`config.mk`:
```
export PLATFORM = sky130hd
export DESIGN_NAME = tga_pixel_stream_decoder_top
export DESIGN_NICKNAME = d
export VERILOG_FILES = /design/src/tpsd_pkg.sv /design/src/tga_pixel_stream_decoder_top.sv /design/src/tpsd_front.sv /design/src/tpsd_queue.sv /design/src/tpsd_back.sv
export SDC_FILE = /design/constraint.sdc
export NUM_CORES = 1
export LEC_CHECK = 0
export BUFFER_PORTS_ARGS = -buffer_cell sky130_fd_sc_hd__buf_2
export CAP_MARGIN = 20
export CORE_MARGIN = 2
export CORE_UTILIZATION = 55
export CTS_CLUSTER_SIZE = 10
export DETAILED_ROUTE_END_ITERATION = 10
export PLACE_DENSITY = 0.71
export RECOVER_POWER = 100
export SETUP_SLACK_MARGIN = 0.1
export SYNTH_ARGS = -nofsm -noshare
export SYNTH_HDL_FRONTEND = slang
export SYNTH_HIERARCHICAL = 1
export SYNTH_SLANG_ARGS = --single-unit
```
`constraint.sdc`:
```
create_clock -name i_clk -period 7.1 [get_ports i_clk]
set_input_delay 0.71 -clock i_clk [delete_from_list [all_inputs] [get_ports i_clk]]
set_output_delay 0.71 -clock i_clk [all_outputs]
set_load 0.01 [all_outputs]
```
`src/tpsd_pkg.sv`:
```
package tpsd_pkg;

    localparam logic [7:0] HDR_LAST_INDEX = 8'd17;
    localparam logic [7:0] RLE_IMAGE_TYPE = 8'd10;
    localparam logic [7:0] DEPTH_BITS_16  = 8'd16;
    localparam logic [7:0] DEPTH_BITS_24  = 8'd24;
    localparam logic [7:0] DEPTH_BITS_32  = 8'd32;
    localparam logic [7:0] RUN_FLAG_MIN   = 8'd128;
    localparam logic [7:0] RUN_BIAS       = 8'd127;

    typedef enum logic [1:0] {
        DEPTH_16,
        DEPTH_24,
        DEPTH_32
    } t_depth;

    // one decoded result as it leaves the parser, before color conversion
    typedef struct packed {
        logic [23:0] pixel_bytes;
        logic [7:0]  last_byte;
        t_depth      depth;
        logic [7:0]  repeat_count;
        logic        last_pixel;
        logic        format_error;
    } t_event;

endpackage

```
`src/tga_pixel_stream_decoder_top.sv`:
```
// TGA truecolor decoder, one file byte per transaction. The parser takes a byte in every
// cycle that push is high and full is low and emits at most one result per byte: an error
// result at header byte 17 for an unsupported depth, otherwise one result on the last byte
// of each pixel (RLE runs give one result with a repeat count). Results pass through a
// QUEUE_DEPTH-entry queue and a one-entry output register, so full rises only after
// QUEUE_DEPTH + 1 results wait unpopped; with pop held high the block sustains one byte
// per cycle while push is high. A byte with start_of_file high restarts parsing.
module tga_pixel_stream_decoder_top #(
    parameter int QUEUE_DEPTH = 4
) (
    input  logic       i_clk,
    input  logic       i_rst_n,
    input  logic       push,
    output logic       full,
    input  logic [7:0] i_data_byte,
    input  logic       i_start_of_file,
    output logic       empty,
    input  logic       pop,
    output logic [7:0] o_red,
    output logic [7:0] o_green,
    output logic [7:0] o_blue,
    output logic [7:0] o_alpha,
    output logic       o_has_alpha,
    output logic [7:0] o_repeat_count,
    output logic       o_last_pixel,
    output logic       o_format_error
);
    import tpsd_pkg::*;

    logic   w_accept;
    logic   w_ev_push;
    t_event w_ev;
    t_event w_q_data;
    logic   w_q_rd;
    logic   w_q_empty;
    logic   w_valid;

    assign w_accept = push && !full;
    assign empty    = !w_valid;

    tpsd_front u_front (
        .i_clk           (i_clk),
        .i_rst_n         (i_rst_n),
        .i_accept        (w_accept),
        .i_data_byte     (i_data_byte),
        .i_start_of_file (i_start_of_file),
        .o_ev_push       (w_ev_push),
        .o_ev            (w_ev)
    );

    tpsd_queue #(
        .DEPTH (QUEUE_DEPTH)
    ) u_queue (
        .i_clk     (i_clk),
        .i_rst_n   (i_rst_n),
        .i_wr      (w_ev_push),
        .i_wr_data (w_ev),
        .i_rd      (w_q_rd),
        .o_rd_data (w_q_data),
        .o_full    (full),
        .o_empty   (w_q_empty)
    );

    tpsd_back u_back (
        .i_clk          (i_clk),
        .i_rst_n        (i_rst_n),
        .i_q_empty      (w_q_empty),
        .i_q_data       (w_q_data),
        .o_q_rd         (w_q_rd),
        .i_pop          (pop),
        .o_valid        (w_valid),
        .o_red          (o_red),
        .o_green        (o_green),
        .o_blue         (o_blue),
        .o_alpha        (o_alpha),
        .o_has_alpha    (o_has_alpha),
        .o_repeat_count (o_repeat_count),
        .o_last_pixel   (o_last_pixel),
        .o_format_error (o_format_error)
    );

endmodule

```
`src/tpsd_front.sv`:
```
module tpsd_front (
    input  logic            i_clk,
    input  logic            i_rst_n,
    input  logic            i_accept,
    input  logic [7:0]      i_data_byte,
    input  logic            i_start_of_file,
    output logic            o_ev_push,
    output tpsd_pkg::t_event o_ev
);
    import tpsd_pkg::*;

    typedef enum logic [2:0] {
        PH_HEADER,
        PH_IDSKIP,
        PH_PACKET,
        PH_PIXEL,
        PH_DONE
    } t_phase;

    t_phase      r_phase, n_phase, c_phase;
    logic [4:0]  r_header_index, n_header_index, c_header_index;
    logic [7:0]  r_id_skip_left, n_id_skip_left;
    logic        r_run_coded, n_run_coded;
    logic [15:0] r_image_width, n_image_width;
    logic [15:0] r_image_height, n_image_height;
    logic [7:0]  r_pixel_depth, n_pixel_depth;
    logic [31:0] r_pixels_left, n_pixels_left;
    logic [23:0] r_pixel_bytes, n_pixel_bytes;
    logic [1:0]  r_byte_in_pixel, n_byte_in_pixel;
    logic [7:0]  r_packet_left, n_packet_left;
    logic        r_packet_is_run, n_packet_is_run;

    logic [31:0] w_area;
    logic        w_depth_ok;
    logic [2:0]  w_nbytes;
    t_depth      w_depth;
    logic [7:0]  w_id_next;
    logic [7:0]  w_rep;
    logic [31:0] w_pixels_after;
    logic [7:0]  w_packet_after;

    assign w_area     = r_image_width * r_image_height;
    assign w_depth_ok = (r_pixel_depth == DEPTH_BITS_24) || (r_pixel_depth == DEPTH_BITS_32) ||
                        ((r_pixel_depth == DEPTH_BITS_16) && !r_run_coded);
    assign w_nbytes   = r_pixel_depth[5:3];
    assign w_depth    = (r_pixel_depth == DEPTH_BITS_16) ? DEPTH_16 :
                        (r_pixel_depth == DEPTH_BITS_24) ? DEPTH_24 : DEPTH_32;
    assign w_id_next  = (r_id_skip_left != 8'd0) ? r_id_skip_left - 8'd1 : r_id_skip_left;

    always_comb begin
        if (r_run_coded && r_packet_is_run) begin
            w_rep          = (r_pixels_left < {24'd0, r_packet_left}) ?
                             r_pixels_left[7:0] : r_packet_left;
            w_packet_after = 8'd0;
        end else begin
            w_rep          = 8'd1;
            w_packet_after = (r_run_coded && r_packet_left != 8'd0) ?
                             r_packet_left - 8'd1 : r_packet_left;
        end
        w_pixels_after = r_pixels_left - {24'd0, w_rep};
    end

    always_comb begin
        n_phase         = r_phase;
        n_header_index  = r_header_index;
        n_id_skip_left  = r_id_skip_left;
        n_run_coded     = r_run_coded;
        n_image_width   = r_image_width;
        n_image_height  = r_image_height;
        n_pixel_depth   = r_pixel_depth;
        n_pixels_left   = r_pixels_left;
        n_pixel_bytes   = r_pixel_bytes;
        n_byte_in_pixel = r_byte_in_pixel;
        n_packet_left   = r_packet_left;
        n_packet_is_run = r_packet_is_run;
        o_ev_push       = 1'b0;
        o_ev            = '0;
        c_phase         = i_start_of_file ? PH_HEADER : r_phase;
        c_header_index  = i_start_of_file ? 5'd0 : r_header_index;

        if (i_accept) begin
            unique case (c_phase)
                PH_HEADER: begin
                    n_phase = PH_HEADER;
                    case (c_header_index)
                        5'd0:  n_id_skip_left = i_data_byte;
                        5'd2:  n_run_coded = (i_data_byte == RLE_IMAGE_TYPE);
                        5'd12: n_image_width[7:0] = i_data_byte;
                        5'd13: n_image_width[15:8] = i_data_byte;
                        5'd14: n_image_height[7:0] = i_data_byte;
                        5'd15: n_image_height[15:8] = i_data_byte;
                        5'd16: n_pixel_depth = i_data_byte;
                        default: ;
                    endcase
                    if ({3'd0, c_header_index} >= HDR_LAST_INDEX) begin
                        n_header_index = 5'd0;
                        if (!w_depth_ok) begin
                            o_ev_push         = 1'b1;
                            o_ev.format_error = 1'b1;
                            n_phase           = PH_DONE;
                        end else begin
                            n_pixels_left   = w_area;
                            n_pixel_bytes   = 24'd0;
                            n_byte_in_pixel = 2'd0;
                            n_packet_left   = 8'd0;
                            n_packet_is_run = 1'b0;
                            if (r_id_skip_left != 8'd0) begin
                                n_phase = PH_IDSKIP;
                            end else if (w_area == 32'd0) begin
                                n_phase = PH_DONE;
                            end else begin
                                n_phase = r_run_coded ? PH_PACKET : PH_PIXEL;
                            end
                        end
                    end else begin
                        n_header_index = c_header_index + 5'd1;
                    end
                end
                PH_IDSKIP: begin
                    n_id_skip_left = w_id_next;
                    if (w_id_next == 8'd0) begin
                        if (r_pixels_left == 32'd0) begin
                            n_phase = PH_DONE;
                        end else begin
                            n_phase = r_run_coded ? PH_PACKET : PH_PIXEL;
                        end
                    end
                end
                PH_PACKET: begin
                    if (i_data_byte < RUN_FLAG_MIN) begin
                        n_packet_is_run = 1'b0;
                        n_packet_left   = i_data_byte + 8'd1;
                    end else begin
                        n_packet_is_run = 1'b1;
                        n_packet_left   = i_data_byte - RUN_BIAS;
                    end
                    n_pixel_bytes   = 24'd0;
                    n_byte_in_pixel = 2'd0;
                    n_phase         = PH_PIXEL;
                end
                PH_PIXEL: begin
                    if ({1'b0, r_byte_in_pixel} + 3'd1 < w_nbytes) begin
                        case (r_byte_in_pixel)
                            2'd0:    n_pixel_bytes[7:0]   = i_data_byte;
                            2'd1:    n_pixel_bytes[15:8]  = i_data_byte;
                            2'd2:    n_pixel_bytes[23:16] = i_data_byte;
                            default: ;
                        endcase
                        n_byte_in_pixel = r_byte_in_pixel + 2'd1;
                    end else begin
                        o_ev_push         = 1'b1;
                        o_ev.pixel_bytes  = r_pixel_bytes;
                        o_ev.last_byte    = i_data_byte;
                        o_ev.depth        = w_depth;
                        o_ev.repeat_count = w_rep;
                        o_ev.last_pixel   = (w_pixels_after == 32'd0);
                        n_pixel_bytes     = 24'd0;
                        n_byte_in_pixel   = 2'd0;
                        n_packet_left     = w_packet_after;
                        n_pixels_left     = w_pixels_after;
                        if (w_pixels_after == 32'd0) begin
                            n_phase = PH_DONE;
                        end else if (r_run_coded && w_packet_after == 8'd0) begin
                            n_phase = PH_PACKET;
                        end
                    end
                end
                PH_DONE: ;
                default: n_phase = PH_DONE;
            endcase
        end
    end

    always_ff @(posedge i_clk) begin
        if (!i_rst_n) begin
            r_phase         <= PH_HEADER;
            r_header_index  <= 5'd0;
            r_id_skip_left  <= 8'd0;
            r_run_coded     <= 1'b0;
            r_image_width   <= 16'd0;
            r_image_height  <= 16'd0;
            r_pixel_depth   <= 8'd0;
            r_pixels_left   <= 32'd0;
            r_pixel_bytes   <= 24'd0;
            r_byte_in_pixel <= 2'd0;
            r_packet_left   <= 8'd0;
            r_packet_is_run <= 1'b0;
        end else begin
            r_phase         <= n_phase;
            r_header_index  <= n_header_index;
            r_id_skip_left  <= n_id_skip_left;
            r_run_coded     <= n_run_coded;
            r_image_width   <= n_image_width;
            r_image_height  <= n_image_height;
            r_pixel_depth   <= n_pixel_depth;
            r_pixels_left   <= n_pixels_left;
            r_pixel_bytes   <= n_pixel_bytes;
            r_byte_in_pixel <= n_byte_in_pixel;
            r_packet_left   <= n_packet_left;
            r_packet_is_run <= n_packet_is_run;
        end
    end

    a_last_ends_image: assert property (@(posedge i_clk) disable iff (!i_rst_n)
        o_ev_push && o_ev.last_pixel |=> r_phase == PH_DONE)
        else $error("last pixel did not end the image");

    a_rep_nonzero: assert property (@(posedge i_clk) disable iff (!i_rst_n)
        o_ev_push && !o_ev.format_error |-> o_ev.repeat_count != 8'd0)
        else $error("pixel transaction with zero repeat count");

    a_idskip_live: assert property (@(posedge i_clk) disable iff (!i_rst_n)
        r_phase == PH_IDSKIP |-> r_id_skip_left != 8'd0)
        else $error("id skip phase with nothing left to skip");

endmodule

```
`src/tpsd_queue.sv`:
```
module tpsd_queue #(
    parameter int DEPTH = 4
) (
    input  logic             i_clk,
    input  logic             i_rst_n,
    input  logic             i_wr,
    input  tpsd_pkg::t_event i_wr_data,
    input  logic             i_rd,
    output tpsd_pkg::t_event o_rd_data,
    output logic             o_full,
    output logic             o_empty
);
    import tpsd_pkg::*;

    localparam int PTR_W = (DEPTH > 1) ? $clog2(DEPTH) : 1;
    localparam int CNT_W = $clog2(DEPTH + 1);
    localparam logic [PTR_W-1:0] LAST_PTR = PTR_W'(DEPTH - 1);
    localparam logic [CNT_W-1:0] FULL_CNT = CNT_W'(DEPTH);

    t_event           r_mem [DEPTH];
    logic [PTR_W-1:0] r_wr_ptr, r_rd_ptr;
    logic [CNT_W-1:0] r_count;
    logic             w_wr, w_rd;

    assign o_full    = (r_count == FULL_CNT);
    assign o_empty   = (r_count == '0);
    assign w_wr      = i_wr && !o_full;
    assign w_rd      = i_rd && !o_empty;
    assign o_rd_data = r_mem[r_rd_ptr];

    always_ff @(posedge i_clk) begin
        if (w_wr) begin
            r_mem[r_wr_ptr] <= i_wr_data;
        end
    end

    always_ff @(posedge i_clk) begin
        if (!i_rst_n) begin
            r_wr_ptr <= '0;
            r_rd_ptr <= '0;
            r_count  <= '0;
        end else begin
            if (w_wr) begin
                r_wr_ptr <= (r_wr_ptr == LAST_PTR) ? '0 : r_wr_ptr + PTR_W'(1);
            end
            if (w_rd) begin
                r_rd_ptr <= (r_rd_ptr == LAST_PTR) ? '0 : r_rd_ptr + PTR_W'(1);
            end
            if (w_wr && !w_rd) begin
                r_count <= r_count + CNT_W'(1);
            end else if (w_rd && !w_wr) begin
                r_count <= r_count - CNT_W'(1);
            end
        end
    end

endmodule

```
`src/tpsd_back.sv`:
```
module tpsd_back (
    input  logic             i_clk,
    input  logic             i_rst_n,
    input  logic             i_q_empty,
    input  tpsd_pkg::t_event i_q_data,
    output logic             o_q_rd,
    input  logic             i_pop,
    output logic             o_valid,
    output logic [7:0]       o_red,
    output logic [7:0]       o_green,
    output logic [7:0]       o_blue,
    output logic [7:0]       o_alpha,
    output logic             o_has_alpha,
    output logic [7:0]       o_repeat_count,
    output logic             o_last_pixel,
    output logic             o_format_error
);
    import tpsd_pkg::*;

    logic        r_valid;
    logic [7:0]  n_red, n_green, n_blue, n_alpha;
    logic        n_has_alpha;
    logic [15:0] w_word;

    assign o_valid = r_valid;
    assign o_q_rd  = !i_q_empty && (!r_valid || i_pop);
    assign w_word  = {i_q_data.last_byte, i_q_data.pixel_bytes[7:0]};

    always_comb begin
        n_red       = 8'd0;
        n_green     = 8'd0;
        n_blue      = 8'd0;
        n_alpha     = 8'd0;
        n_has_alpha = 1'b0;
        if (!i_q_data.format_error) begin
            unique case (i_q_data.depth)
                DEPTH_16: begin
                    n_blue  = {w_word[4:0], 3'd0};
                    n_green = {w_word[9:5], 3'd0};
                    n_red   = {w_word[14:10], 3'd0};
                end
                DEPTH_24: begin
                    n_blue  = i_q_data.pixel_bytes[7:0];
                    n_green = i_q_data.pixel_bytes[15:8];
                    n_red   = i_q_data.last_byte;
                end
                DEPTH_32: begin
                    n_blue      = i_q_data.pixel_bytes[7:0];
                    n_green     = i_q_data.pixel_bytes[15:8];
                    n_red       = i_q_data.pixel_bytes[23:16];
                    n_alpha     = i_q_data.last_byte;
                    n_has_alpha = 1'b1;
                end
                default: ;
            endcase
        end
    end

    always_ff @(posedge i_clk) begin
        if (!i_rst_n) begin
            r_valid <= 1'b0;
        end else if (o_q_rd) begin
            r_valid <= 1'b1;
        end else if (i_pop) begin
            r_valid <= 1'b0;
        end
    end

    always_ff @(posedge i_clk) begin
        if (o_q_rd) begin
            o_red          <= n_red;
            o_green        <= n_green;
            o_blue         <= n_blue;
            o_alpha        <= n_alpha;
            o_has_alpha    <= n_has_alpha;
            o_repeat_count <= i_q_data.repeat_count;
            o_last_pixel   <= i_q_data.last_pixel;
            o_format_error <= i_q_data.format_error;
        end
    end

endmodule
```
# ---- Word-level counts from Yosys, hierarchy flattened
# Memories as Yosys holds them, arrays and structs flattened. A register that Yosys moved wholly into a read port is not among the register bits.
# Index checks and enable logic that the tools add are counted.
dict set report word_totals {
  reg_bits 175
  ramBits 176
  in_bits 13
  output_inout_bits 45
  word_cells 203
  memories 1
}
# memory depth word_bits read_ports rd_clocked_by_memory_dff wr line
set memory_table {}
lappend memory_table {u_queue.r_mem 4 44 1 1 1 tpsd_queue.sv:20} ;# t_event r_mem [DEPTH];
dict set report classes {
  n_addsub 12
  mul 1
  n_lt_le_gt_ge 4
  n_eq_ne 30
  mux 70
  bitwise 2
  reduce_logical 55
}
# operator count
set ops {}
lappend ops {{$mux 8} 13}
lappend ops {{$logic_not 32->1} 3}
lappend ops {{$mux 32} 3}
lappend ops {{$mux 43} 2}
lappend ops {{$mux 24} 3}
lappend ops {{$pmux 24 s3} 1}
lappend ops {{$pmux 32 s2} 1}
lappend ops {{$pmux 8 s2} 3}
lappend ops {{$pmux 8 s3} 2}
lappend ops {{$mux 44} 1}
lappend ops {{$mux 3} 12}
lappend ops {{$lt 32x8->1} 1}
lappend ops {{$mul 16x16->32} 1}
lappend ops {{$sub 32x8->32} 1}
lappend ops {{$reduce_and 5->1} 6}
lappend ops {{$reduce_and 3->1} 7}
lappend ops {{$eq 5x4->1 const B} 4}
lappend ops {{$mux 2} 9}
lappend ops {{$eq 8x5->1 const B} 2}
lappend ops {{$logic_not 8->1} 2}
lappend ops {{$reduce_bool 8->1} 2}
lappend ops {{$sub 8x1->8 const B} 2}
lappend ops {{$pmux 3 s5} 1}
lappend ops {{$mux 1} 14}
lappend ops {{other kinds (38)} 78}

# ---- Longest topological paths before layout
dict set report depth {
  word_depth 12
  mapped_depth 26
  depth_no_buf 23
}

# ---- Hierarchy
# Netlist, hierarchy kept.
# module instances cells_each area_each_um2 seq_area_each_um2
set modules_own_cells {}
lappend modules_own_cells {tpsd_front 1 2006 16338.2 2482.4}
lappend modules_own_cells {tpsd_queue 1 281 6887.9 5465.2}
lappend modules_own_cells {tpsd_back 1 103 1760.4 1311.3}
lappend modules_own_cells {tga_pixel_stream_decoder_top 1 2 17.5 0.0}

# ---- Worst setup path after synthesis
# No wires, ideal clock.
dict set report synth_path {
  kind {flip-flop to flip-flop}
  startpoint {register u_front.r_image_width[8]}
  endpoint {register u_front.r_phase[0]}
  setup_time_ns 0.127
  arrival_ns 6.175
  required_time_ns 6.973
  setup_slack_ns 0.799
  stages_incl_launch_ff 23
  path_buffers 3
  period_less_slack_ns 6.301
  path_cell_list {dfxtp_1 > clkbuf_1 > clkbuf_1 > nand2_1 > fa_1 > fa_1 > fa_1 > fa_1 > fa_1 > fa_1 > inv_1 > ha_1 > clkbuf_1 > nand4_1 > o22ai_1 > nor2_1 > a2111oi_0 > o21ai_0 > a211oi_1 > nand4b_1 > nand4b_1 > a2111oi_2 > nor3_1}
}
dict set report synth_via {
  elab_chain_cells 7
}
# item line
set synth_rtl {}
lappend synth_rtl {{start, declared} tpsd_front.sv:24} ;# logic [15:0] r_image_width, n_image_width;
lappend synth_rtl {{start signal, assigned} tpsd_front.sv:193} ;# r_image_width <= n_image_width;
lappend synth_rtl {{$mul 16x16->32} tpsd_front.sv:42} ;# assign w_area = r_image_width * r_image_height;
lappend synth_rtl {{$logic_not 32->1} tpsd_front.sv:109} ;# end else if (w_area == 32'd0) begin
lappend synth_rtl {{$mux 3} tpsd_front.sv:109}
lappend synth_rtl {{$mux 3} tpsd_front.sv:107} ;# if (r_id_skip_left != 8'd0) begin
lappend synth_rtl {{$mux 3} tpsd_front.sv:97} ;# if (!w_depth_ok) begin
lappend synth_rtl {{$mux 3} tpsd_front.sv:95} ;# if ({3'd0, c_header_index} >= HDR_LAST_INDEX) begin
lappend synth_rtl {{$pmux 3 s5} tpsd_front.sv:82} ;# unique case (c_phase)
lappend synth_rtl {{end signal, assigned} tpsd_front.sv:189} ;# r_phase <= n_phase;
lappend synth_rtl {{end, declared} tpsd_front.sv:20} ;# t_phase r_phase, n_phase, c_phase;
# No other way between the ends.
# A chain may end at the register's enable or synchronous reset.

# ---- Worst setup path in the final report
dict set report layout_path {
  startpoint {register u_front.r_image_height[1]}
  endpoint {register u_front.r_phase[0]}
}
dict set report layout_via {
  elab_chain_cells 7
}
# item line
set layout_rtl {}
lappend layout_rtl {{start, declared} tpsd_front.sv:25} ;# logic [15:0] r_image_height, n_image_height;
lappend layout_rtl {{start signal, assigned} tpsd_front.sv:194} ;# r_image_height <= n_image_height;
lappend layout_rtl {{$mul 16x16->32} tpsd_front.sv:42}
lappend layout_rtl {{$logic_not 32->1} tpsd_front.sv:109}
lappend layout_rtl {{$mux 3} tpsd_front.sv:109}
lappend layout_rtl {{$mux 3} tpsd_front.sv:107}
lappend layout_rtl {{$mux 3} tpsd_front.sv:97}
lappend layout_rtl {{$mux 3} tpsd_front.sv:95}
lappend layout_rtl {{$pmux 3 s5} tpsd_front.sv:82}
# No other way between the ends.

==> reports/results.txt <==
status - complete, but fails checks
failing checks - max-capacitance violations, max-slew violations
fin crit share - 94.9%
startpoint types - flip-flop
RSZ-0062 raised after global routing - no
Fillers - 3790
Register Area - 9280 µm²
clock sink count - 353
Leak - 0.0102 µW
final hold slack - 0.445 ns
post-synthesis adder-cell area fraction - 23.0%
core area - 45100 µm²
antenna violations before repair - 0
Async SR Flop Fraction - 0%
DR iter-0 viols - 1487
main combinational cell family by area after synthesis - adder cells
placer congestion estimate - 0.920
Post-DP HPWL - 43200 µm
Hold Fails Final Rpt - 0
H-tree levels - 2
Top FF cell, synth - edfxtp_1
multi-input logic area - 14400 µm²
I/O pins - 58
wire per inst - 19.8 µm
Port-buffer cells - 57
clock buffer depth - 3
Critical Path End Type - flip-flop
FMAX - 0.148 GHz
Detailed Routing Iterations Pass 1 - 6
Max Cap Viol - 5
row count - 78
Die Y-Extent - 217 µm
crit path cell chain - nand2_1 -> fa_1 -> fa_1 -> inv_1 -> fa_1 -> inv_1 -> fa_1 -> fa_1 -> fa_1 -> inv_1 -> ha_1 -> a21oi_1 -> o21ai_0 -> a221o_1 -> or3_1 -> a211oi_1 -> nand4b_1 -> nand4b_1 -> a2111oi_2 -> nor3_1
Crit path required time - 7.54 ns
Final #Nets - 2768
r2r worst-path depth - 20
share of layout cells above drive strength 1 - 8.18%
Antenna Violating Nets Remaining - 0
Top cell by count, worst path - fa_1
Crit-path slowest cell - dfxtp_1
Final WS setup - 0.365 ns
WHS Path Cells - 3
Post-Syn Area - 25000 µm²
fin crit period - 6.73 ns
Crit path max-delay family - adder cells
HP Class - in -> reg
via count - 18200
Worst Setup Path Type - reg -> reg
root buffer cell - clkbuf_16
Synth Area per Inst - 10.5 µm²
Vias/cell - 5.98
delay of the slowest critical-path stage - 0.55 ns
total number of yosys warnings - 6
pre-CTS setup slack - 0.214 ns
total detailed-routing wirelength - 60400 µm
Clock transition at path regs - 0.06 ns
first-pass GRT wire length - 98600 µm
Fin Clk Skew - 0.0159 ns
Seq cells post-synth - 353
max-slew violations - 171
count of cell types in the netlist - 86
Buf/Inv on CP - 3
non-filler cells, final - 3046
Synth Area in Compound Gates - 10.4%
Worst-Skew Late Latency - 0.57 ns
final setup vio count - 0
IR drop worst, VDD - 0.211 mV
xor and xnor area share after synthesis - 1.47%
CTS tree - yes
number of global-route vias before repair - 18500
Die W - 217 µm
Diodes inserted - 0
Fin Setup TNS - 0 ns
fraction of the mapped netlist area in simple logic gates - 17.1%
mux cell area share after synthesis - 5.34%
Critical Path AT - 7.18 ns
Syn Nets - 2748
DRC - 0
Post-synth EDFFs - 219
largest fanout on the critical path - 8
relative slew slack - -147%
grt total ovfl - 0
Starting Density - 55.5%
CP Depth - 20
cells after synthesis - 2392
Die ar. - 47200 µm²
sequential fraction of the synthesis area - 37.0%
CTS Buf Count - 43
Tot GR Track Use - 26.4%
R2R Setup Slk - 0.37 ns
Worst Tran Pin Value - 3.70 ns
pwr/cell area - 159 nW/µm²
placed cells - 2966
area grow syn2layout - 8.37%
largest net degree at the start of global routing - 78
==> worst reg2reg max path: stages (launching register included) <==
cell       delay (ns)
dfxtp_1          0.55
nand2_1          0.15
fa_1             0.54
fa_1             0.54
inv_1            0.05
fa_1             0.50
inv_1            0.06
fa_1             0.55
fa_1             0.46
fa_1             0.52
inv_1            0.05
ha_1             0.37
a21oi_1          0.26
o21ai_0          0.17
a221o_1          0.36
or3_1            0.35
a211oi_1         0.31
nand4b_1         0.12
nand4b_1         0.32
a2111oi_2        0.30
nor3_1           0.09
==> through the flow <==
| step | utilization, % | cell area [µm²] | total power (µW) |
|---|---|---|---|
| after floorplan | - | 25000 | 2260 |
| after global placement | 57.4 | 25900 | 2290 |
| after detailed placement | 57.4 | 25900 | 2290 |
| after CTS | 60.3 | 27200 | 4340 |
| after global routing | 60.1 | 27100 | 4440 |
| final | 60.1 | 27100 | 4310 |
==> sequential cells by signal, summed over array words and instances (netlist names), 2 cells and up, named ones only <==
register                 cells
u_back/o_repeat_count        8
u_back/o_alpha               8
u_front/r_id_skip_left       8
u_front/r_header_index       5
u_front/r_pixels_left       32
u_queue/r_count              3
u_front/r_packet_left        8
u_back/o_red                 8
u_front/r_phase              3
u_back/o_green               8
u_queue/r_rd_ptr             2
u_front/r_image_height      16
u_front/r_image_width       16
u_front/r_byte_in_pixel      2
u_queue/r_wr_ptr             2
u_back/o_blue                8
u_front/r_pixel_bytes       24
u_front/r_pixel_depth        8
u_queue/r_mem              176
==> area by class of cell <==
cell class	count	area share, %
tap	600	2.77
clock buffer	72	4.45
sequential	353	34.3
clock inverter	7	0.402
timing repair buffer	105	2.04
inverter	214	2.96
multi-input combinational	1695	53.1
==> metal layers <==
| layer | vias up | global-route usage [%] | share of wire [%] |
|---|---|---|---|
| li1 | 8333 | - | - |
| met4 | 0 | 9.61 | 3.4 |
| met3 | 139 | 3.34 | 5.5 |
| met1 | 9094 | 34.5 | 42 |
| met5 | - | 0 | 0 |
| met2 | 651 | 45.1 | 49 |
==> worst paths after layout <==
kind / end / from
max reg2reg: u_front/r_phase[0] / u_front/r_image_height[1]
min reg2reg: u_front/r_pixels_left[21] / u_front/r_pixels_left[21]
min: u_back/o_valid / pop
max: u_front/r_phase[0] / u_front/r_image_height[1]
==> what timing repair did <==
item | in CTS | in global routing
endpoints found under the setup margin | 0 | 3
buffers inserted | 0 | 1
hold buffers | 0 | 0
gates resized for setup | 0 | 24
==> cell families (layout without fill, tap and decap cells) <==
family                   Yosys count  in the layout
buffers and inverters            344            398
AND/OR/NAND/NOR                  847            847
XOR/XNOR                          42             42
multiplexers                      76             76
adder cells (fa/ha/maj)          343            343
flip-flops                       353            353
AO/OA/AOI/OAI                    387            387
==> Yosys cell counts, types with 5 or more instances <==
master    number  area (µm²)
nor4_1        15        93.8
o21a_1         8        60.1
or2_2          7        43.8
dfxtp_1      134        2680
and3_1        17         106
o211a_1       11         110
a211oi_1      11        82.6
xor2_1        18         158
nand3_1       67         335
ha_1         147        1840
a31oi_1       13        81.3
clkbuf_1     114         428
a22o_1        11        96.3
o31ai_1        9        67.6
mux2i_1       25         250
a21o_1        18         135
xnor2_1       24         210
nor2b_1       69         432
a21boi_0      38         285
or4_1          5        37.5
mux4_2        40         901
o22ai_1        5        31.3
nand2_1      300        1130
a21oi_1       73         365
mux2_2         7        78.8
nand2b_1      15        93.8
o21ai_0       80         400
edfxtp_1     219        6580
and2_1       154         963
o211ai_1      19         143
fa_1         196        3920
nor3_1        37         185
a222oi_1       5        50.1
buf_2          6        30.0
a22oi_1       42         315
or3_1         13        81.3
nand4_1       17         106
inv_1        214         803
nor2_1       104         390
==> power breakdown <==
group	leakage (µW)	total [µW]	internal [µW]	switching, µW
clock	0.000624	2060	1230	832
combinational	0.00656	90.3	28.9	61.4
sequential	0.00303	2160	2160	4.43
==> layout by cell type (no fill, tap or decap), types with 68 or more instances in the layout <==
master / count
fa_1: 196
nor2b_1: 68
nor2_1: 104
and2_1: 97
clkbuf_1: 80
inv_1: 214
ha_1: 147
nand2_1: 299
a21oi_1: 72
dfxtp_1: 114
o21ai_0: 84
edfxtp_1: 219
No activity file was read; power rests on OpenSTA's default activity.
